<file path="config.mk">
export PLATFORM = sky130hd
export DESIGN_NAME = type_length_packet_deframer_flat
export DESIGN_NICKNAME = d
export VERILOG_FILES = /design/src/hdl/tlpd_pkg.sv /design/src/hdl/tlpd_stream_if.sv /design/src/hdl/tlpd_parser.sv /design/src/hdl/tlpd_out_reg.sv /design/src/hdl/type_length_packet_deframer.sv /design/src/flat_wrapper.sv
export SDC_FILE = /design/constraint.sdc
export NUM_CORES = 1
export LEC_CHECK = 0
export BUFFER_PORTS_ARGS = -buffer_cell sky130_fd_sc_hd__buf_2
export CAP_MARGIN = 40
export CELL_PAD_IN_SITES_DETAIL_PLACEMENT = 1
export CELL_PAD_IN_SITES_GLOBAL_PLACEMENT = 1
export CORE_ASPECT_RATIO = 1.2
export CORE_MARGIN = 1
export CORE_UTILIZATION = 30
export DETAILED_ROUTE_END_ITERATION = 7
export PLACE_DENSITY = 0.59
export SLEW_MARGIN = 20
export SYNTH_ARGS = -nofsm -noshare
export SYNTH_HDL_FRONTEND = slang
export SYNTH_SLANG_ARGS = --single-unit
</file>
<file path="constraint.sdc">
create_clock -name clk -period 4.9 [get_ports clk]
set_clock_uncertainty 0.15 [all_clocks]
set_input_delay 0.49 -clock clk [delete_from_list [all_inputs] [get_ports clk]]
set_output_delay 0.49 -clock clk [all_outputs]
set_load 0.05 [all_outputs]
</file>
<file path="src/hdl/tlpd_pkg.sv">
// Shared types and constants for the type-length packet deframer.
package tlpd_pkg;

  localparam int LENGTH_BITS_DEF = 32;

  // Header byte counter codes.
  localparam logic [2:0] HC_IDLE     = 3'd0;
  localparam logic [2:0] HC_LAST_LEN = 3'd4;
  localparam logic [2:0] HC_PAYLOAD  = 3'd5;

  typedef enum logic {
    ACT_BYTE       = 1'b0,
    ACT_DISCONNECT = 1'b1
  } action_t;

  typedef enum logic [1:0] {
    KIND_DATA  = 2'd0,
    KIND_EMPTY = 2'd1,
    KIND_DROP  = 2'd2
  } result_kind_t;

  typedef struct packed {
    action_t    action;
    logic [7:0] stream_byte;
  } in_item_t;

  typedef struct packed {
    result_kind_t result_kind;
    logic [7:0]   packet_type;
    logic [7:0]   payload_byte;
    logic         first_byte;
    logic         last_byte;
  } out_item_t;

endpackage

</file>
<file path="src/hdl/tlpd_stream_if.sv">
// Valid/ready stream channel carrying one item per transfer.
interface tlpd_stream_if #(
  parameter type item_t = logic
);
  logic  valid;
  logic  ready;
  item_t data;

  modport source (output valid, output data, input ready);
  modport sink (input valid, input data, output ready);
endinterface

</file>
<file path="src/hdl/tlpd_parser.sv">
// Header/payload parser: state registers and per-byte result logic.
module tlpd_parser #(
  parameter int LENGTH_BITS = tlpd_pkg::LENGTH_BITS_DEF
) (
  input  logic               clk,
  input  logic               rst,
  input  logic               accept,
  input  tlpd_pkg::in_item_t item,
  output logic               res_valid,
  output tlpd_pkg::out_item_t res
);

  logic [2:0]             header_count;
  logic [2:0]             header_count_next;
  logic [7:0]             current_type;
  logic [7:0]             current_type_next;
  logic [LENGTH_BITS-1:0] length_remaining;
  logic [LENGTH_BITS-1:0] length_remaining_next;
  logic                   payload_started;
  logic                   payload_started_next;

  logic [1:0]             len_idx;
  logic [LENGTH_BITS-1:0] len_merged;
  logic                   last;

  assign len_idx    = 2'(header_count - 3'd1);
  // Little-endian length byte; bits beyond LENGTH_BITS fall off.
  assign len_merged = length_remaining
                    | (LENGTH_BITS'(item.stream_byte) << {len_idx, 3'b000});
  assign last       = (length_remaining <= LENGTH_BITS'(1));

  always_comb begin
    header_count_next     = header_count;
    current_type_next     = current_type;
    length_remaining_next = length_remaining;
    payload_started_next  = payload_started;
    res_valid             = 1'b0;
    res.result_kind       = tlpd_pkg::KIND_DATA;
    res.packet_type       = current_type;
    res.payload_byte      = 8'd0;
    res.first_byte        = 1'b0;
    res.last_byte         = 1'b0;
    if (accept) begin
      if (item.action == tlpd_pkg::ACT_DISCONNECT) begin
        res_valid             = (header_count != tlpd_pkg::HC_IDLE);
        res.result_kind       = tlpd_pkg::KIND_DROP;
        header_count_next     = tlpd_pkg::HC_IDLE;
        current_type_next     = 8'd0;
        length_remaining_next = '0;
        payload_started_next  = 1'b0;
      end else if (header_count == tlpd_pkg::HC_IDLE) begin
        current_type_next     = item.stream_byte;
        length_remaining_next = '0;
        payload_started_next  = 1'b0;
        header_count_next     = 3'd1;
      end else if (header_count < tlpd_pkg::HC_PAYLOAD) begin
        length_remaining_next = len_merged;
        payload_started_next  = 1'b0;
        if (header_count == tlpd_pkg::HC_LAST_LEN) begin
          if (len_merged == '0) begin
            res_valid         = 1'b1;
            res.result_kind   = tlpd_pkg::KIND_EMPTY;
            res.last_byte     = 1'b1;
            header_count_next = tlpd_pkg::HC_IDLE;
          end else begin
            header_count_next = tlpd_pkg::HC_PAYLOAD;
          end
        end else begin
          header_count_next = header_count + 3'd1;
        end
      end else begin
        // payload byte; spare counter codes land here too
        res_valid        = 1'b1;
        res.payload_byte = item.stream_byte;
        res.first_byte   = ~payload_started;
        res.last_byte    = last;
        if (last) begin
          length_remaining_next = '0;
          header_count_next     = tlpd_pkg::HC_IDLE;
          payload_started_next  = 1'b0;
        end else begin
          length_remaining_next = length_remaining - LENGTH_BITS'(1);
          payload_started_next  = 1'b1;
        end
      end
    end
  end

  always_ff @(posedge clk) begin
    if (rst) begin
      header_count     <= tlpd_pkg::HC_IDLE;
      current_type     <= 8'd0;
      length_remaining <= '0;
      payload_started  <= 1'b0;
    end else begin
      header_count     <= header_count_next;
      current_type     <= current_type_next;
      length_remaining <= length_remaining_next;
      payload_started  <= payload_started_next;
    end
  end

endmodule

</file>
<file path="src/hdl/tlpd_out_reg.sv">
// Result register driving the output channel.
module tlpd_out_reg (
  input  logic                clk,
  input  logic                rst,
  input  logic                load,
  input  tlpd_pkg::out_item_t item,
  output logic                space,
  tlpd_stream_if.source       result
);

  logic                valid;
  logic                valid_next;
  tlpd_pkg::out_item_t data;

  // Free now, or emptied by a transfer at this edge.
  assign space      = ~valid | result.ready;
  assign valid_next = load | (valid & ~result.ready);

  always_ff @(posedge clk) begin
    if (rst) begin
      valid <= 1'b0;
    end else begin
      valid <= valid_next;
    end
  end

  always_ff @(posedge clk) begin
    if (load) begin
      data <= item;
    end
  end

  assign result.valid = valid;
  assign result.data  = data;

endmodule

</file>
<file path="src/hdl/type_length_packet_deframer.sv">
// Top level of the type-length packet deframer.
//
//   channel  dir  payload                                             per transfer
//   stream   in   action, stream_byte                                 one byte or disconnect
//   result   out  result_kind, packet_type, payload_byte, first/last  zero or one per input
//
// One input transfer per clock is sustained while the result register has room;
// a result appears on the output register the cycle after the input that causes it.
// Throughput is set by the single result register: stream.ready drops
// only while that register is full and result.ready is low.
// Reset (rst, synchronous) returns the parser to waiting for a header
// and empties the result register.
module type_length_packet_deframer #(
  parameter int LENGTH_BITS = tlpd_pkg::LENGTH_BITS_DEF
) (
  input logic           clk,
  input logic           rst,
  tlpd_stream_if.sink   stream,
  tlpd_stream_if.source result
);

  logic                accept;
  logic                space;
  logic                res_valid;
  tlpd_pkg::out_item_t res;

  // A new byte is taken whenever the result register can hold what it
  // produces; inputs that produce nothing are taken under the same rule.
  assign stream.ready = space;
  assign accept       = stream.valid & space;

  tlpd_parser #(
    .LENGTH_BITS(LENGTH_BITS)
  ) u_parser (
    .clk       (clk),
    .rst       (rst),
    .accept    (accept),
    .item      (stream.data),
    .res_valid (res_valid),
    .res       (res)
  );

  // res_valid is only raised on an accepted transfer.
  tlpd_out_reg u_out_reg (
    .clk    (clk),
    .rst    (rst),
    .load   (res_valid),
    .item   (res),
    .space  (space),
    .result (result)
  );

endmodule

</file>
<file path="src/flat_wrapper.sv">
// flat-port wrapper written by rule: the top's interface ports become plain ports
module type_length_packet_deframer_flat import tlpd_pkg::*;
#(
  parameter int LENGTH_BITS = tlpd_pkg::LENGTH_BITS_DEF
)
  (clk, rst, stream_valid, stream_data, stream_ready, result_valid, result_data, result_ready);
  tlpd_stream_if #(.item_t(in_item_t)) stream_i ();
  tlpd_stream_if #(.item_t(out_item_t)) result_i ();
  input logic clk;
  input logic rst;
  input wire logic [$bits(stream_i.valid)-1:0] stream_valid;
  input wire logic [$bits(stream_i.data)-1:0] stream_data;
  output wire logic [$bits(stream_i.ready)-1:0] stream_ready;
  output wire logic [$bits(result_i.valid)-1:0] result_valid;
  output wire logic [$bits(result_i.data)-1:0] result_data;
  input wire logic [$bits(result_i.ready)-1:0] result_ready;
  assign stream_i.valid = stream_valid;
  assign stream_i.data = stream_data;
  assign stream_ready = stream_i.ready;
  assign result_valid = result_i.valid;
  assign result_data = result_i.data;
  assign result_i.ready = result_ready;
  type_length_packet_deframer #(.LENGTH_BITS(LENGTH_BITS)) u_core (.clk(clk), .rst(rst), .stream(stream_i), .result(result_i));
endmodule
</file>
* Word-level counts from Yosys, hierarchy flattened
Index checks and enable logic that the tools add are counted.
Operators by class: reduce and logical (&&, ||, !) cells 10, shifts and indexed selects 1, mux-type cells 28, bitwise operators 11, $lt $le $gt $ge 2, add/sub/neg operators 3, eq/ne operators 1
Operator list (count):
- 32-bit two-way mux | 4
- 32-bit by 1-bit <= comparator with 1-bit output, second input constant | 1
- 32-bit zero test | 1
- 32-bit bitwise OR | 1
- 8-bit by 5-bit << shifter with 32-bit output | 1
- 32-bit by 1-bit subtractor with 32-bit output, second input constant | 1
- 3-bit two-way mux | 6
- 8-bit two-way mux | 2
- 1-bit two-way mux | 15
- 1-bit inverter | 6
- 5-bit OR reduction | 1
- 2-bit AND reduction | 2
- 4-bit nonzero test | 1
- 4-bit OR reduction | 1
- 3-bit by 1-bit adder with 3-bit output, second input constant | 1
- 3-bit equality test, second input constant | 1
- 3-bit zero test | 1
- 3-bit < comparator, second input constant | 1
- 3-bit nonzero test | 1
- 3-bit OR reduction | 1
- 1-bit AND | 2
- 2-bit two-way mux | 1
- 1-bit bitwise OR | 2
- 2-bit nonzero test | 1
- 2-bit by 1-bit subtractor with 2-bit output, second input constant | 1
Word-level totals: input bits 13, word-level logic and storage cells 67, output and inout port bits 22, register bits after elaboration 65

* Longest topological paths before layout
Gate-level depths: netlist (run 1).
depth after elaboration 11, mapped depth 10, mapped depth without buffers 8

* Cells and area by module
Synthesis (run 1) repeated with hierarchy kept, for this count alone.
Unflattened totals: cells, all modules 463, area total of the unflattened synthesis 4030.1 um2
By module, submodules not included:
- tlpd_parser | seq. area each 880.8 um2, area each 3377.0 um2, times used 1, cells an instance 438
- tlpd_out_reg | seq. area each 620.6 um2, area each 646.9 um2, times used 1, cells an instance 24
- type_length_packet_deframer | seq. area each 0.0 um2, area each 6.3 um2, times used 1, cells an instance 1

* Worst setup path before layout (run 1)
OpenSTA, ideal clock, no wires.
path kind reg-to-reg, start point register u_core.u_parser.header_count[0], end point register, netlist name u_core.u_out_reg.result.data[0], library setup time 0.397 ns, data required time 4.353 ns, clock period less this slack 3.789 ns, arrival time 3.243 ns, cell stages (with the launch flop) 11, path buffers 2, slack 1.111 ns, cells stage by stage dfxtp_1 -> buf_2 -> inv_1 -> ha_1 -> clkbuf_1 -> or4_1 -> a32o_1 -> nor3_1 -> nand4_1 -> and2_1 -> nor2_1
On the way: cells in the longest elaborated chain, start to end 10, elaborated cells on any way between the ends 14, classes of those cells 1 x add/sub; 1 x order compare; 1 x eq/ne; 1 x shift; 6 x mux; 1 x bitwise; 3 x reduce/logical
RTL lines:
- start, declared | line tlpd_parser.sv:13 | logic [2:0] header_count;
- start signal, assigned | line tlpd_parser.sv:91 | header_count <= tlpd_pkg::HC_IDLE;
- start signal, assigned | line tlpd_parser.sv:96 | header_count <= header_count_next;
- 2-bit by 1-bit subtractor with 2-bit output | line tlpd_parser.sv:26 | assign len_idx = 2'(header_count - 3'd1);
- 8-bit by 5-bit << shifter with 32-bit output | line tlpd_parser.sv:29 | | (LENGTH_BITS'(item.stream_byte) << {len_idx, 3'b000});
- 32-bit bitwise OR | line tlpd_parser.sv:29
- 32-bit zero test | line tlpd_parser.sv:60 | if (len_merged == '0) begin
- 1-bit two-way mux | line tlpd_parser.sv:60
- 1-bit two-way mux | line tlpd_parser.sv:59 | if (header_count == tlpd_pkg::HC_LAST_LEN) begin
- 1-bit two-way mux | line tlpd_parser.sv:56 | end else if (header_count < tlpd_pkg::HC_PAYLOAD) begin
- 1-bit two-way mux | line tlpd_parser.sv:51 | end else if (header_count == tlpd_pkg::HC_IDLE) begin
- 1-bit two-way mux * | line tlpd_parser.sv:44 | if (item.action == tlpd_pkg::ACT_DISCONNECT) begin
- 1-bit two-way mux * | line tlpd_parser.sv:43 | if (accept) begin
- net u_core.res_valid | line type_length_packet_deframer.sv:24 | logic res_valid;
The timed path passes the listed nets; every way through them passes the cells marked *. A chain may end at the register's enable or synchronous reset.

* Worst setup path after layout (run 1)
start point register u_core.u_parser.header_count[0], end point register, netlist name u_core.u_out_reg.result.data[3]
On the way: cells in the longest elaborated chain, start to end 10, elaborated cells on any way between the ends 14, classes of those cells 1 x add/sub; 1 x order compare; 1 x eq/ne; 1 x shift; 6 x mux; 1 x bitwise; 3 x reduce/logical
RTL lines (line):
- 2-bit by 1-bit subtractor with 2-bit output | tlpd_parser.sv:26
- 8-bit by 5-bit << shifter with 32-bit output | tlpd_parser.sv:29
- 32-bit bitwise OR | tlpd_parser.sv:29
- 32-bit zero test | tlpd_parser.sv:60
- 1-bit two-way mux | tlpd_parser.sv:60
- 1-bit two-way mux | tlpd_parser.sv:59
- 1-bit two-way mux | tlpd_parser.sv:56
- 1-bit two-way mux | tlpd_parser.sv:51
- 1-bit two-way mux * | tlpd_parser.sv:44
- 1-bit two-way mux * | tlpd_parser.sv:43
- net u_core.res_valid | type_length_packet_deframer.sv:24
Marks and branches as above.

==> run_results.csv, run 1 <==
group,metric,value,unit
clocking,clockRootBuffer,"clkbuf_16",
worst_setup_path,crit_cells,9,
die,boundaryPins,35,
clocking,postCtsHoldBufs,0,
sta,setup_viol,0,
drt,drtPass1Iterations,4,
global_route,grtUsageTotal,20.90,%
logic_synthesis,syn_inst,398,
clocking,cts_tree,"built",
clocking,clk-insertion-delay-late,340,ps
clocking,cts_setup_buffers,0,
worst_setup_path,rrSetupSlack,1360,ps
worst_setup_path,rr_startpoint,"u_core.u_parser.header_count[0]",
logic_synthesis,yosys.cell_types.count,59,
sta,fin_ws,1364,ps
logic_synthesis,synth.most_common_cell,"dfxtp_1",
logic_synthesis,syn-cell-area,3492,um2
hold_path,min-delay-path-class,"flop to flop",
power_and_ir_drop,power.density,335.0,nW/um2
worst_setup_path,critPathBufInv,2,
logic_synthesis,ys.flop_type,"dfxtp_1",
sta,min_period,3536,ps
finish,drive_gt1_share,16.44,%
clocking,clk_pin_slew_worst_paths,60,ps
logic_synthesis,ys_ff_latch,65,
logic_synthesis,synth_common_cells,"dfxtp_1, nand2_1, nor2_1",
global_route,grt_pass1_wl,19040,um
sta,tns,0,ps
worst_setup_path,slowest_delay,550,ps
drt,postRouteAntennaNets,0,
power_and_ir_drop,vdd_ir_drop_max,164.0,uV
worst_setup_path,crit_required,4770,ps
logic_synthesis,synthArstFlopShare,0,%
sta,fmax,0.2828,GHz
worst_setup_path,rr_endpoint,"u_core.u_out_reg.result.data[3]",
logic_synthesis,yosysTopAreaCell,"dfxtp_1",
clocking,numCtsBuffers,9,
worst_setup_path,rr_worst_depth,9,
finish,final_cell_area,4106,um2
hold_path,min_delay_path_depth,0,
drt,drc_errors,0,
die,num_rows,42,
global_route,grt-ovfl-total,0,
placed_design,placed_area,3796,um2
worst_setup_path,startpoint,"u_core.u_parser.header_count[0]",
sta,tightest_slew,719.9,ps
sta,max_slew_margin,51.57,%
logic_synthesis,synth_fp_nets,415,
logic_synthesis,postSynthAreaPerCell,8.774,um2
finish,fin_nets,444,
finish,area_growth,17.59,%
die,die_w,100.5,um
placed_design,dp_slack,1386,ps
drt,viasPerCell,5.725,
finish,utilization,36.69,%
finish,diodes,0,
die,chipHeight,120.2,um
drt,vias,3355,
sta,finalMaxSlewViolations,0,
clocking,cts-htree-levels,3,
placed_design,hpwl,8410,um
logic_synthesis,synth_top_area_share,25.80,%
placed_design,port_buffers,34,
drt,wirelength,11920,um
drt,detail_route.wl_per_cell,20.34,um
worst_setup_path,cp_max_fo,20,
clocking,clock-sinks,65,
global_route,grt_pass1_vias,3444,
sta,fin_crit_sh,72.16,%
global_route,grt_max_degree,24,
logic_synthesis,synth_edf_count,20,
worst_setup_path,endpoint,"u_core.u_out_reg.result.data[3]",
global_route,grt_antenna_before_repair,0,
logic_synthesis,ys_top_cells_by_area,"dfxtp_1, edfxtp_1, nand2_1, nor2_1, a21oi_1",
die,dieArea,12080,um2
logic_synthesis,ys_warn_count,0,
die,coreArea,11190,um2
worst_setup_path,crit_type,"flop to flop",
worst_setup_path,critPathLaunchType,"flop",
clocking,cts_max_path_buffers,2,
placed_design,gp_congestion,0.8595,
power_and_ir_drop,leakage,1.485,nW
worst_setup_path,path_delay_family,"simple AND/OR/NAND/NOR gates",
outcome,status,"completed",
sta,rsz0062_at_grt,"false",
drt,drtIter0Drc,176,
finish,fillers,1364,
worst_setup_path,crit_chain,"inv_1, ha_1, or4_1, a32o_1, nor3_1, nand4_1, and2_1, nor2_1, buf_4",
logic_synthesis,yosysSeqAreaShare,43.00,%
run,maxCapViolations,0,
sta,finalHoldViolCount,0,
clocking,cts_resized,0,
worst_setup_path,crit_path_top_delay_cell,"dfxtp_1",
die,initial_utilization,31.20,%
worst_setup_path,cp.arrival,3410,ps
worst_setup_path,endpoint_kind,"flop",
layer usage:
layer | vias up | global-route usage, % | wire length (um)
li1 | 1587 | - | -
met1 | 1676 | 25.44 | 5445
met2 | 71 | 36.22 | 5775
met3 | 21 | 3.006 | 391
met4 | 0 | 9.420 | 307
met5 | - | 0 | 0
worst reg2reg max path: cells and delay by family, from the launching register on:
kind            cells  cell delay, ps
compound gates      1             260
fa+ha+maj           1             450
buf+inv             2             450
flops               1             550
simple gates        5            1360
worst min path at each step:
stage | startpoint | endpoint | slack, ps
finish | u_core.u_parser.current_type[1] | u_core.u_out_reg.result.data[11] | 280
global route | u_core.u_parser.current_type[2] | u_core.u_out_reg.result.data[12] | 300
CTS | u_core.u_parser.current_type[1] | u_core.u_out_reg.result.data[11] | 280
detailed placement | u_core.u_parser.current_type[1] | u_core.u_out_reg.result.data[11] | 270
global placement | u_core.u_parser.current_type[0] | u_core.u_out_reg.result.data[10] | 270
floorplan | u_core.u_parser.current_type[0] | u_core.u_out_reg.result.data[10] | 260
power by group:
group / switching (mW) / internal, mW / total (mW) / leakage [nW]
combinational: 0.102 / 0.0380 / 0.140 / 0.786
sequential: 0.00645 / 0.565 / 0.571 / 0.552
clock: 0.266 / 0.399 / 0.665 / 0.147
total: 0.374 / 1.00 / 1.38 / 1.48
flip-flops by register name, summed over array words and instances (netlist names):
register	cells
u_core.u_parser.current_type	8
u_core.u_parser.length_remaining	32
u_core.u_parser.header_count	3
u_core.u_out_reg.result.data	20
u_core.u_out_reg.result.valid	1
u_core.u_parser.payload_started	1
cells in the final DEF, fill, tap and decap left out, types with 14 or more instances in the layout:
| cell type | instances |
|---|---|
| o21ai_0 | 24 |
| buf_2 | 34 |
| edfxtp_1 | 20 |
| nand2_1 | 37 |
| a21oi_1 | 26 |
| nor3_1 | 20 |
| nor4_1 | 14 |
| nor2_1 | 36 |
| dfxtp_1 | 45 |
metrics by stage:
stage	hold WS, ps	cells	power (mW)
final	282.1	586	1.376
after CTS	280.9	585	1.383
after floorplan	258.1	398	0.6754
after detailed placement	267.1	569	0.7214
after global routing	297.5	586	1.417
after global placement	266.4	568	0.7199
cell type report:
| type | instances | area (um2) | area share, % |
|---|---|---|---|
| flip-flops and latches | 65 | 1501 | 36.56 |
| multi-input cells | 301 | 1849 | 45.03 |
| well taps | 154 | 192.7 | 4.692 |
| clock inverters | 7 | 77.57 | 1.889 |
| inverters | 8 | 30.03 | 0.7313 |
| clock buffers | 9 | 225.2 | 5.484 |
| repair buffers | 42 | 230.2 | 5.606 |
logic make-up after synthesis:
logic type,share of synthesized area [%]
multiplexers,0.5733
XOR/XNOR,1.003
AND/OR/NAND/NOR,28.31
AO/OA/AOI/OAI,21.50
flip-flops,43.00
buffers and inverters,4.192
adder cells (fa/ha/maj),1.433
Power figures use the tool's default switching activity.
==> run 2, diff against run 1 <==
==> constraint.sdc (replaced) <==
create_clock -name clk -period 3.5 [get_ports clk]
set_clock_uncertainty 0.15 [all_clocks]
set_input_delay 0.35 -clock clk [delete_from_list [all_inputs] [get_ports clk]]
set_output_delay 0.35 -clock clk [all_outputs]
set_load 0.05 [all_outputs]
==> run 2 against run 1 <==
Clock-buffer cell count grew 1. Global-route usage grew 0.71 points. Hold slack lost 73 ps. Clock power grew 70%. Final area grew 3.7%. First-iteration DRC count shrank 27%. Sequential share of layout area shrank 1.3 points. Final cell count grew 1.9%. Critical path depth is the same. Wire length grew 2.5%. Via count grew 0.42%. Register-to-register slack lost 1000 ps. Critical path type unchanged. Critical endpoint is now u_core.u_out_reg.result.data[7]. Highest routed layer unchanged.
==> run_results.csv, run 2 (synthesis results as in run 1) <==
group,metric,value,unit
drt,drtPass1Iterations,4,
sta,min_period,3143,ps
finish,largest_reg_flops,32,
global_route,grt_pass1_vias,3529,
global_route,grt-ovfl-total,0,
drt,postRouteAntennaNets,0,
outcome,status,"completed",
clocking,cts_setup_buffers,0,
worst_setup_path,crit_required,3370,ps
worst_setup_path,crit_type,"flop to flop",
clocking,clk_pin_slew_worst_paths,50,ps
finish,diodes,0,
power_and_ir_drop,leakage,1.576,nW
sta,fmax,0.3182,GHz
power_and_ir_drop,power.density,501.6,nW/um2
worst_setup_path,critPathLaunchType,"flop",
hold_path,min-delay-path-class,"input pin to flop",
run,maxCapViolations,0,
clocking,clock-sinks,65,
die,initial_utilization,31.20,%
drt,wirelength,12210,um
sta,setup_viol,0,
finish,fin_nets,455,
die,coreArea,11190,um2
sta,tns,0,ps
finish,drive_gt1_share,18.51,%
die,boundaryPins,35,
sta,tightest_slew,723.1,ps
global_route,grt_pass1_wl,19640,um
worst_setup_path,cp_max_fo,20,
finish,final_common_cell,"dfxtp_1",
clocking,numCtsBuffers,9,
clocking,clockRootBuffer,"clkbuf_16",
global_route,grtUsageTotal,21.61,%
finish,top_register,"u_core.u_parser.length_remaining",
sta,rsz0062_at_grt,"false",
clocking,postCtsHoldBufs,0,
placed_design,dp_slack,372.3,ps
finish,area_growth,22.00,%
placed_design,gp_congestion,0.8925,
die,die_w,100.5,um
sta,finalMaxSlewViolations,0,
power_and_ir_drop,vdd_ir_drop_max,228.9,uV
placed_design,port_buffers,34,
die,num_rows,42,
clocking,cts-htree-levels,3,
sta,fin_crit_sh,89.79,%
worst_setup_path,cp.arrival,3010,ps
drt,drtIter0Drc,129,
drt,drc_errors,0,
die,dieArea,12080,um2
global_route,grt_max_degree,23,
drt,vias,3369,
clocking,cts_resized,0,
drt,viasPerCell,5.643,
finish,final_cell_mix,"dfxtp_1, nand2_1, nor2_1, buf_2, a21oi_1",
clocking,cts_tree,"built",
sta,finalHoldViolCount,0,
worst_setup_path,endpoint_kind,"flop",
drt,detail_route.wl_per_cell,20.46,um
sta,max_slew_margin,51.35,%
sta,fin_ws,357.2,ps
global_route,grt_antenna_before_repair,0,
placed_design,hpwl,8651,um
die,chipHeight,120.2,um
clocking,cts_max_path_buffers,2,
finish,top_regs,"u_core.u_parser.length_remaining x32, u_core.u_out_reg.result.data x20, u_core.u_parser.current_type x8",
power_and_ir_drop,finalPower,2.137,mW
clocking,clk-insertion-delay-late,340,ps
## run 2: stage by stage
| step | hold slack [ps] | std cells | cell area, um2 | utilization (%) |
|---|---|---|---|---|
| floorplan | 258.1 | 398 | 3495 | - |
| global placement | 264.8 | 581 | 3884 | 34.70 |
| detailed placement | 263.7 | 581 | 3884 | 34.70 |
| CTS | 204.8 | 597 | 4260 | 38.06 |
| global route | 240.5 | 597 | 4260 | 38.06 |
| finish | 208.8 | 597 | 4260 | 38.06 |
## run 2: metal layers
metal	part of all wire, %	GRT usage, %	up-vias
met5	0	0	-
met4	2.6	10.96	0
met3	5.3	3.642	23
met2	49	36.30	90
met1	43	26.44	1649
li1	-	-	1607
## run 2: layout make-up
| type | count | area, um2 |
|---|---|---|
| Sequential cell | 65 | 1501 |
| Fill cell | 1338 | 6933 |
| Timing Repair Buffer | 53 | 312.8 |
| Clock inverter | 6 | 137.6 |
| Tap cell | 154 | 192.7 |
| Multi-Input combinational cell | 301 | 1847 |
| Inverter | 8 | 30.03 |
| Clock buffer | 10 | 239.0 |
## run 2: worst paths after layout
check	from	end	slack [ps]	cells after the start
worst min-delay path	stream_valid	u_core.u_out_reg.result.valid	210	3
worst min register to register	u_core.u_parser.current_type[7]	u_core.u_out_reg.result.data[17]	280	0
worst max-delay path	u_core.u_parser.header_count[1]	u_core.u_out_reg.result.data[7]	360	9
worst max register to register	u_core.u_parser.header_count[1]	u_core.u_out_reg.result.data[7]	360	9
## run 2: where the power goes
part	switching [mW]	internal, mW	total [mW]
combinational	0.145	0.0614	0.207
clock	0.341	0.790	1.13
sequential	0.00710	0.791	0.798
total	0.494	1.64	2.14
## run 2: worst max-delay path, stage by stage (launching register included)
cell and delay (ps):
dfxtp_1 420, inv_1 70, ha_1 300, or4_1 520, a32o_1 260, nor3_1 200, nand4_1 260, and2_1 270
nor2_2 100, buf_4 260
==> run 3, diff against run 2 <==
--- a/config.mk
+++ b/config.mk
@@ -13,8 +13,9 @@
 export CORE_MARGIN = 1
 export CORE_UTILIZATION = 30
 export DETAILED_ROUTE_END_ITERATION = 7
-export PLACE_DENSITY = 0.59
+export PLACE_DENSITY = 0.58
 export SLEW_MARGIN = 20
 export SYNTH_ARGS = -nofsm -noshare
 export SYNTH_HDL_FRONTEND = slang
+export SYNTH_HIERARCHICAL = 1
 export SYNTH_SLANG_ARGS = --single-unit
==> run 3 against run 2 <==
Highest routed layer unchanged. Largest power group unchanged. Clock power down 6%. Die area rose by 15%. Global-route usage increased by 0.80 points. Wire length increased by 23%.
==> run_results.csv, run 3 <==
group,metric,value,unit
logic_synthesis,yosysTopAreaCell,"dfxtp_1",
sta,tightest_slew,721.6,ps
logic_synthesis,ys_top_cells_by_area,"dfxtp_1, edfxtp_1, a21oi_1, nand2_1, nor2_1",
clocking,clockRootBuffer,"clkbuf_16",
finish,drive_gt1_share,22.05,%
die,die_w,107.8,um
logic_synthesis,ys_ff_latch,65,
die,dieArea,13900,um2
finish,largest_reg_flops,32,
placed_design,port_buffers,34,
logic_synthesis,syn_inst,463,
sta,fmax,0.3068,GHz
logic_synthesis,postSynthAreaPerCell,8.704,um2
clocking,postCtsHoldBufs,0,
finish,utilization,36.22,%
logic_synthesis,ys.flop_type,"dfxtp_1",
global_route,grt_max_degree,24,
logic_synthesis,ys_warn_count,6,
drt,drc_errors,0,
logic_synthesis,yosysSeqAreaShare,37.26,%
global_route,grt_pass1_vias,3955,
sta,finalMaxSlewViolations,0,
sta,rsz0062_at_grt,"false",
clocking,cts_setup_buffers,0,
clocking,clk_pin_slew_worst_paths,60,ps
finish,area_growth,18.44,%
logic_synthesis,synth_top_area_share,22.35,%
worst_setup_path,rrSetupSlack,240,ps
clocking,clk-insertion-delay-late,340,ps
sta,max_slew_margin,51.46,%
hold_path,min-delay-path-class,"input pin to flop",
placed_design,hpwl,10680,um
logic_synthesis,synth_common_cells,"dfxtp_1, a21oi_1, nand2_1, nor2_1, o21ai_0",
logic_synthesis,synth.most_common_cell,"dfxtp_1",
sta,tns,0,ps
global_route,grtUsageTotal,22.41,%
clocking,cts-htree-levels,3,
finish,top_regs,"u_core/u_parser/length_remaining x32, u_core/u_out_reg/result.data x20, u_core/u_parser/current_type x8",
finish,final_common_cell,"dfxtp_1",
clocking,clock-sinks,65,
clocking,cts_tree,"built",
logic_synthesis,syn-cell-area,4030,um2
finish,final_cell_mix,"dfxtp_1, a21oi_1, nand2_1, nor2_1, buf_2",
global_route,grt-ovfl-total,0,
sta,hold_slack,139.9,ps
finish,top_register,"u_core/u_parser/length_remaining",
finish,diodes,0,
worst_setup_path,critPathLaunchType,"flop",
run,maxCapViolations,0,
drt,vias,4035,
drt,drtPass1Iterations,5,
worst_setup_path,crit_required,3370,ps
finish,fillers,1543,
sta,min_period,3259,ps
sta,finalHoldViolCount,0,
die,coreArea,13180,um2
finish,fin_nets,520,
global_route,grt_pass1_wl,23030,um
logic_synthesis,synth_edf_count,20,
power_and_ir_drop,finalPower,2.067,mW
drt,drtIter0Drc,229,
die,num_rows,46,
placed_design,gp_congestion,0.8339,
worst_setup_path,crit_type,"flop to flop",
outcome,status,"completed",
logic_synthesis,synth_fp_nets,480,
global_route,grt_antenna_before_repair,0,
power_and_ir_drop,power.density,433.0,nW/um2
logic_synthesis,synthArstFlopShare,0,%
worst_setup_path,endpoint_kind,"flop",
sta,fin_crit_sh,93.12,%
worst_setup_path,cp_max_fo,21,
worst_setup_path,cp.arrival,3130,ps
power_and_ir_drop,vdd_ir_drop_max,223.4,uV
power_and_ir_drop,leakage,1.776,nW
drt,detail_route.wl_per_cell,22.28,um
clocking,cts_resized,0,
drt,wirelength,15060,um
sta,setup_viol,0,
clocking,cts_max_path_buffers,2,
clocking,numCtsBuffers,9,
drt,viasPerCell,5.969,
logic_synthesis,yosys.cell_types.count,76,
drt,postRouteAntennaNets,0,
die,chipHeight,129.0,um
die,initial_utilization,30.58,%
die,boundaryPins,35,
run 3: cell types whose count changed after synthesis, sizes merged, moves of 7 or more:
cell    delta
and3      +10
nand4     +10
clkbuf     +9
nand4b    +11
or4        -7
nand3b     -9
a21oi     +12
nand3     +10
run 3: layout make-up:
type,instances,area (um2),area share (%)
clock buffer,10,239.0,5.007
clock inverter,6,105.1,2.202
inverter,13,48.80,1.022
multi-input combinational,350,2273,47.63
sequential,65,1501,31.45
tap,168,210.2,4.404
timing repair buffer,64,395.4,8.283
run 3: worst paths after layout:
path | end | cells after the start | startpoint
worst min-delay path | u_core/u_out_reg/result.valid | 3 | result_ready
worst max-delay path | u_core/u_out_reg/result.data[13] | 8 | u_core/u_parser/header_count[1]
worst min register to register | u_core/u_out_reg/result.data[15] | 0 | u_core/u_parser/current_type[5]
worst max register to register | u_core/u_out_reg/result.data[13] | 8 | u_core/u_parser/header_count[1]
run 3: kinds of logic after synthesis:
kind of cell               Yosys count  share of synthesized area [%]
AOI/OAI and AO/OA                  140                          24.12
xor gates and xnor gates             3                         0.6521
buffers and inverters               48                          6.427
adders and majority gates            4                          1.242
and+or+nand+nor                    200                          29.52
DFF                                 65                          37.26
muxes                                3                         0.7762
run 3: critical path: stages, from the launching register on:
cell	delay [ps]
dfxtp_1	470
inv_1	80
ha_1	430
nor4b_1	270
a31oi_1	100
or4_4	520
a2111oi_4	420
o311a_1	200
buf_4	270
run 3: metal layers:
metal	vias to the layer above	GRT usage (%)	wire length, um
met5	-	0	0
met4	0	10.15	515
met3	33	3.799	545
met2	116	38.57	7636
met1	2033	27.14	6363
li1	1853	-	-
run 3: metrics by stage:
stage                     cells  area [um2]  worst slack, ps
after global routing        676        4773            21.10
after CTS                   676        4773            238.9
after global placement      660        4429            338.1
after floorplan             463        4030            158.1
final                       676        4773            240.8
after detailed placement    660        4429            266.6
run 3: report_power, final:
part	leakage, nW	switching (mW)	internal [mW]
logic	1.07	0.150	0.0641
registers	0.534	0.00552	0.786
clock network	0.172	0.350	0.711
